File: config.mk
export PLATFORM = sky130hd
export DESIGN_NAME = rtufc_frame_state
export DESIGN_NICKNAME = d
export VERILOG_FILES = /design/src/design/rtufc_pkg.sv /design/src/design/rtufc_frame_state.sv
export SDC_FILE = /design/constraint.sdc
export NUM_CORES = 1
export LEC_CHECK = 0
export ABC_CLOCK_PERIOD_IN_PS = 4300
export BUFFER_PORTS_ARGS = -buffer_cell sky130_fd_sc_hd__buf_2
export CAP_MARGIN = 15
export CORE_ASPECT_RATIO = 0.75
export CORE_MARGIN = 2
export CORE_UTILIZATION = 35
export CTS_BUF_LIST = sky130_fd_sc_hd__clkbuf_16
export CTS_CLUSTER_DIAMETER = 150
export CTS_CLUSTER_SIZE = 12
export DETAILED_ROUTE_END_ITERATION = 10
export PLACE_DENSITY_LB_ADDON = 0.05
export REMOVE_ABC_BUFFERS = 1
export SLEW_MARGIN = 20
export SYNTH_ARGS = -nofsm -noshare
export SYNTH_HDL_FRONTEND = slang
export SYNTH_SLANG_ARGS = --single-unit
File: constraint.sdc
create_clock -name clk -period 4.3 [get_ports clk]
set_input_delay 0.86 -clock clk [delete_from_list [all_inputs] [get_ports clk]]
set_output_delay 0.86 -clock clk [all_outputs]
set_load 0.02 [all_outputs]
File: src/design/rtufc_pkg.sv
// ----------------------------------------------------------------------------
// rtufc_pkg
// Shared types, constants and the byte-wide CRC-16 update.
// ----------------------------------------------------------------------------
package rtufc_pkg;

  localparam int unsigned MIN_FRAME    = 4;
  localparam int unsigned HEADER_BYTES = 2;
  localparam logic [15:0] CRC_POLY     = 16'hA001;
  localparam logic [15:0] CRC_INIT     = 16'hFFFF;
  localparam logic [7:0]  MAX_PAYLOAD_RST = 8'd252;

  localparam logic [1:0] ST_GOOD     = 2'd0;
  localparam logic [1:0] ST_SHORT    = 2'd1;
  localparam logic [1:0] ST_BAD_CRC  = 2'd2;
  localparam logic [1:0] ST_OVERFLOW = 2'd3;

  typedef struct packed {
    logic [7:0] payload_byte;
    logic       payload_valid;
    logic       frame_done;
    logic [7:0] unit_id;
    logic [7:0] func_code;
    logic [7:0] payload_len;
    logic [1:0] status;
  } rtufc_result_t;

  // Reflected CRC-16, one byte folded in over eight bit steps.
  function automatic logic [15:0] crc_byte(input logic [15:0] crc_in, input logic [7:0] b);
    logic [15:0] c;
    c = crc_in ^ {8'h00, b};
    for (int i = 0; i < 8; i++) begin
      if (c[0]) begin
        c = (c >> 1) ^ CRC_POLY;
      end else begin
        c = c >> 1;
      end
    end
    return c;
  endfunction

endpackage

File: src/design/rtufc_frame_state.sv
// ----------------------------------------------------------------------------
// rtufc_frame_state
// Per-frame state (CRC, byte count, two-byte delay, header) and result logic.
// ----------------------------------------------------------------------------
module rtufc_frame_state #(
  parameter int unsigned MAX_FRAME = 256
) (
  input  logic                    clk,
  input  logic                    rst_n,
  input  logic                    cfg_wr_en,
  input  logic [7:0]              cfg_wr_data,
  input  logic                    step,
  input  logic [7:0]              rx_byte,
  input  logic                    frame_end,
  output rtufc_pkg::rtufc_result_t result
);

  localparam int unsigned CNT_W = $clog2(MAX_FRAME + 1);
  localparam int unsigned CMP_W = (CNT_W > 8) ? CNT_W : 8;

  logic [7:0]       max_payload_r;
  logic [15:0]      crc_r, crc_nxt;
  logic [CNT_W-1:0] cnt_r, cnt_nxt;
  logic [7:0]       older_r, newer_r, unit_r, func_r;

  logic             first_byte, second_byte, in_body, releasing;
  logic [CMP_W-1:0] plen;

  assign first_byte  = (cnt_r == '0);
  assign second_byte = (cnt_r == CNT_W'(1));
  assign in_body     = (cnt_r >= CNT_W'(rtufc_pkg::HEADER_BYTES));
  assign releasing   = (cnt_r >= CNT_W'(rtufc_pkg::MIN_FRAME));

  always_comb begin
    crc_nxt = crc_r;
    if (!in_body) begin
      crc_nxt = rtufc_pkg::crc_byte(crc_r, rx_byte);
    end else if (releasing) begin
      crc_nxt = rtufc_pkg::crc_byte(crc_r, older_r);
    end
    cnt_nxt = (cnt_r < CNT_W'(MAX_FRAME)) ? cnt_r + 1'b1 : CNT_W'(MAX_FRAME);
  end

  assign plen = CMP_W'(cnt_nxt) - CMP_W'(rtufc_pkg::MIN_FRAME);

  always_comb begin
    result               = '0;
    result.payload_valid = releasing;
    result.payload_byte  = releasing ? older_r : 8'h00;
    if (frame_end) begin
      result.frame_done = 1'b1;
      result.unit_id    = first_byte ? rx_byte : unit_r;
      result.func_code  = first_byte ? 8'h00 : (second_byte ? rx_byte : func_r);
      if (cnt_nxt < CNT_W'(rtufc_pkg::MIN_FRAME)) begin
        result.status = rtufc_pkg::ST_SHORT;
      end else if (crc_nxt != {rx_byte, newer_r}) begin
        result.status = rtufc_pkg::ST_BAD_CRC;
      end else if (plen > CMP_W'(max_payload_r)) begin
        result.status = rtufc_pkg::ST_OVERFLOW;
      end else begin
        result.status      = rtufc_pkg::ST_GOOD;
        result.payload_len = plen[7:0];
      end
    end
  end

  always_ff @(posedge clk) begin
    if (!rst_n) begin
      max_payload_r <= rtufc_pkg::MAX_PAYLOAD_RST;
    end else if (cfg_wr_en) begin
      max_payload_r <= cfg_wr_data;
    end
  end

  always_ff @(posedge clk) begin
    if (!rst_n) begin
      crc_r <= rtufc_pkg::CRC_INIT;
      cnt_r <= '0;
    end else if (step) begin
      if (frame_end) begin
        crc_r <= rtufc_pkg::CRC_INIT;
        cnt_r <= '0;
      end else begin
        crc_r <= crc_nxt;
        cnt_r <= cnt_nxt;
      end
    end
  end

  always_ff @(posedge clk) begin
    if (step) begin
      if (first_byte) begin
        unit_r <= rx_byte;
      end
      if (second_byte) begin
        func_r <= rx_byte;
      end
      if (in_body) begin
        older_r <= newer_r;
        newer_r <= rx_byte;
      end
    end
  end

endmodule

==> impl_metrics.json <==
{
  "yosysSeqAreaShare_pct": 37.6,
  "die_y_um": 100,
  "clock_latency_ps": 330,
  "wl_met1_mm": 6.49,
  "synthFlopType": "dfxtp_1",
  "fin_skew_ps": 5.00,
  "clk_pin_slew_worst_paths_ps": 60,
  "finalMaxSlewViolations": 0,
  "pin_count": 57,
  "syn_avg_cell_area_sq_um": 9.49,
  "grt_max_degree": 34,
  "worstPathRequired_ps": 3440,
  "clock-root-buffer": "clkbuf_16",
  "syn_area_sq_um": 4310,
  "cts.sinks": 65,
  "start_kind": "input port",
  "post-place-cells": 672,
  "synth_edf_count": 32,
  "maxUsedRoutingLayer": "met4",
  "worstSetupPathType": "input port to output pin",
  "fp.dieArea_sq_um": 13200,
  "period_share_pct": 97.2,
  "grt_remaining_overflow": 0,
  "grt_pass1_vias": 3433,
  "drc": 0,
  "ant_nets": 0,
  "nets": 552,
  "dr.first_iter.drc_count": 191,
  "wl_met2_mm": 5.15,
  "final_common_cell": "buf_2",
  "maxCapViolCount": 0,
  "crit_arrival_ps": 3320,
  "vias_per_cell": 5.10,
  "postCtsHoldBufs": 0,
  "wl_met3_um": 699,
  "h-tree-depth": 3,
  "status": "complete, no violations",
  "fin_crit_ps": 4180,
  "port_buffers": 56,
  "fmax_ghz": 0.239,
  "setup_viol": 0,
  "power_density_nw_per_um2": 361,
  "hold_viol_final": 0,
  "cts_tree": "yes",
  "maxSlewHeadroom_pct": 51.5,
  "synthDistinctLibCells": 61,
  "cts_max_path_buffers": 2,
  "die_w_um": 132,
  "critPathMaxStageDelay_ps": 450,
  "hp-start": "newer_r[7]",
  "layout_common_cells": "buf_2 (55), nand2_1 (45), xnor2_1 (34)",
  "worst_pin_slew_ps": 726,
  "rsz0062_at_grt": "yes",
  "async_reset_ff_share_pct": 0,
  "num_rows": 35,
  "min_path_type": "register to register",
  "initial_core_util_pct": 35.5,
  "cts-buffers-inserted": 9,
  "drive_above_1_share_pct": 29.8,
  "wl_mm": 12.5,
  "grt_util_all_layers_pct": 19.6,
  "final_cells": 689,
  "drt_pre_antenna_iters": 4,
  "path_cells": "buf_2, xor2_2, xnor3_1, xnor3_2, xnor2_1, a22oi_2, mux2_4, xor2_2, nand4b_4, a21oi_2, buf_2",
  "core-area_sq_um": 12100,
  "area.growth.synth_to_final_pct": 22.6,
  "gp_congestion": 0.820,
  "peakVddDrop_uv": 188,
  "post_drt_wl_per_cell_um": 18.1,
  "dp_hpwl_mm": 9.07,
  "slowest_stage": "xnor3_1",
  "p_leak_uw": 0.00219,
  "netlist_instances": 454,
  "reg2reg_from": "crc_r[3]",
  "setup.worst_path.end_class": "output pin",
  "yosys_register_bits": 65,
  "num_vias": 3513,
  "finalSetupTns_ps": 0,
  "yosys_warnings": 0,
  "path_max_fanout": 8,
  "antenna_cells": 0,
  "fillers": 1219,
  "startpoint": "rx_byte[6]",
  "antenna_found_initial": 0,
  "grt_pass1_wl_mm": 19.8
}
-- state kept, by name (all words and copies together), names as in the netlist --
signal,flops
unit_r,8
newer_r,8
max_payload_r,8
crc_r,16
older_r,8
func_r,8
cnt_r,9
-- cell type report --
type | count | area [sq um] | share of cell area (%)
clock buffer | 9 | 225 | 4.26
clock inverter | 7 | 71.3 | 1.35
inverter | 20 | 77.6 | 1.47
multi-input combinational | 343 | 2610 | 49.4
sequential | 65 | 1640 | 30.9
tap | 166 | 208 | 3.93
timing repair buffer | 79 | 455 | 8.62
-- layer usage --
layer | vias up | track usage [%]
met1 | 1691 | 29.3
li1 | 1717 | -
met2 | 93 | 29.0
met3 | 12 | 3.94
met5 | - | 0
met4 | 0 | 5.02
-- per-stage QoR --
step	setup slack [ps]	hold WS, ps	total power [uW]	util [%]	instance area (sq um)
floorplan	226	448	1030	-	4200
global placement	99.4	478	1160	40.0	4850
detailed placement	115	484	1170	40.0	4850
CTS	20.7	498	1920	42.7	5170
global route	-19.7	519	2000	43.6	5290
finish	119	495	1910	43.6	5290
-- kinds of logic (layout without fill, tap and decap cells) --
family	after synthesis	after routing	synth area share, %
adders and majority gates	13	13	3.77
and+or+nand+nor	156	156	19.0
xor gates and xnor gates	71	71	16.8
AOI/OAI and AO/OA	83	83	13.3
buffers and inverters	46	115	4.33
DFF	65	65	37.6
muxes	20	20	5.20
-- Yosys cell counts, drive strengths merged (5+ instances only) --
master	instances	share of area, %
a21oi	12	1.5
and2	22	3.2
buf	8	1.0
clkbuf	18	1.6
dfxtp	33	15
edfxtp	32	22
ha	13	3.8
inv	20	1.7
mux2	16	4.3
nand2	47	4.1
nand3	10	1.2
nor2	24	2.1
nor2b	22	3.4
nor3	8	0.93
nor4	5	0.73
o211ai	8	1.4
o21a	6	1.0
o21ai	12	1.4
o22ai	15	2.2
xnor2	40	8.1
xor2	25	5.4
-- worst max-delay path, delay by kind of cell --
family / cells / cell delay (ps)
xor gates and xnor gates: 5 / 1290
muxes: 1 / 330
AOI/OAI and AO/OA: 2 / 320
buffers and inverters: 2 / 300
and+or+nand+nor: 1 / 210
-- where the power goes --
| part | internal (uW) | switching [uW] |
|---|---|---|
| registers | 682 | 27.3 |
| clock network | 447 | 292 |
| logic | 226 | 232 |
-- final timing paths --
kind / to / slack, ps / depth (start not counted)
worst max-delay path: result[4] / 120 / 11
worst min-delay path: older_r[7] / 490 / 0
worst max register to register: crc_r[0] / 1550 / 9
worst min register to register: older_r[7] / 490 / 0
-- timing repair --
action                                  CTS  global route
gates resized for setup                   6            30
endpoints found under the setup margin    9            10
setup buffers                             0             1
endpoints found under the hold margin     0             0
pin swaps                                 0            11
Power figures use the tool's default switching activity.
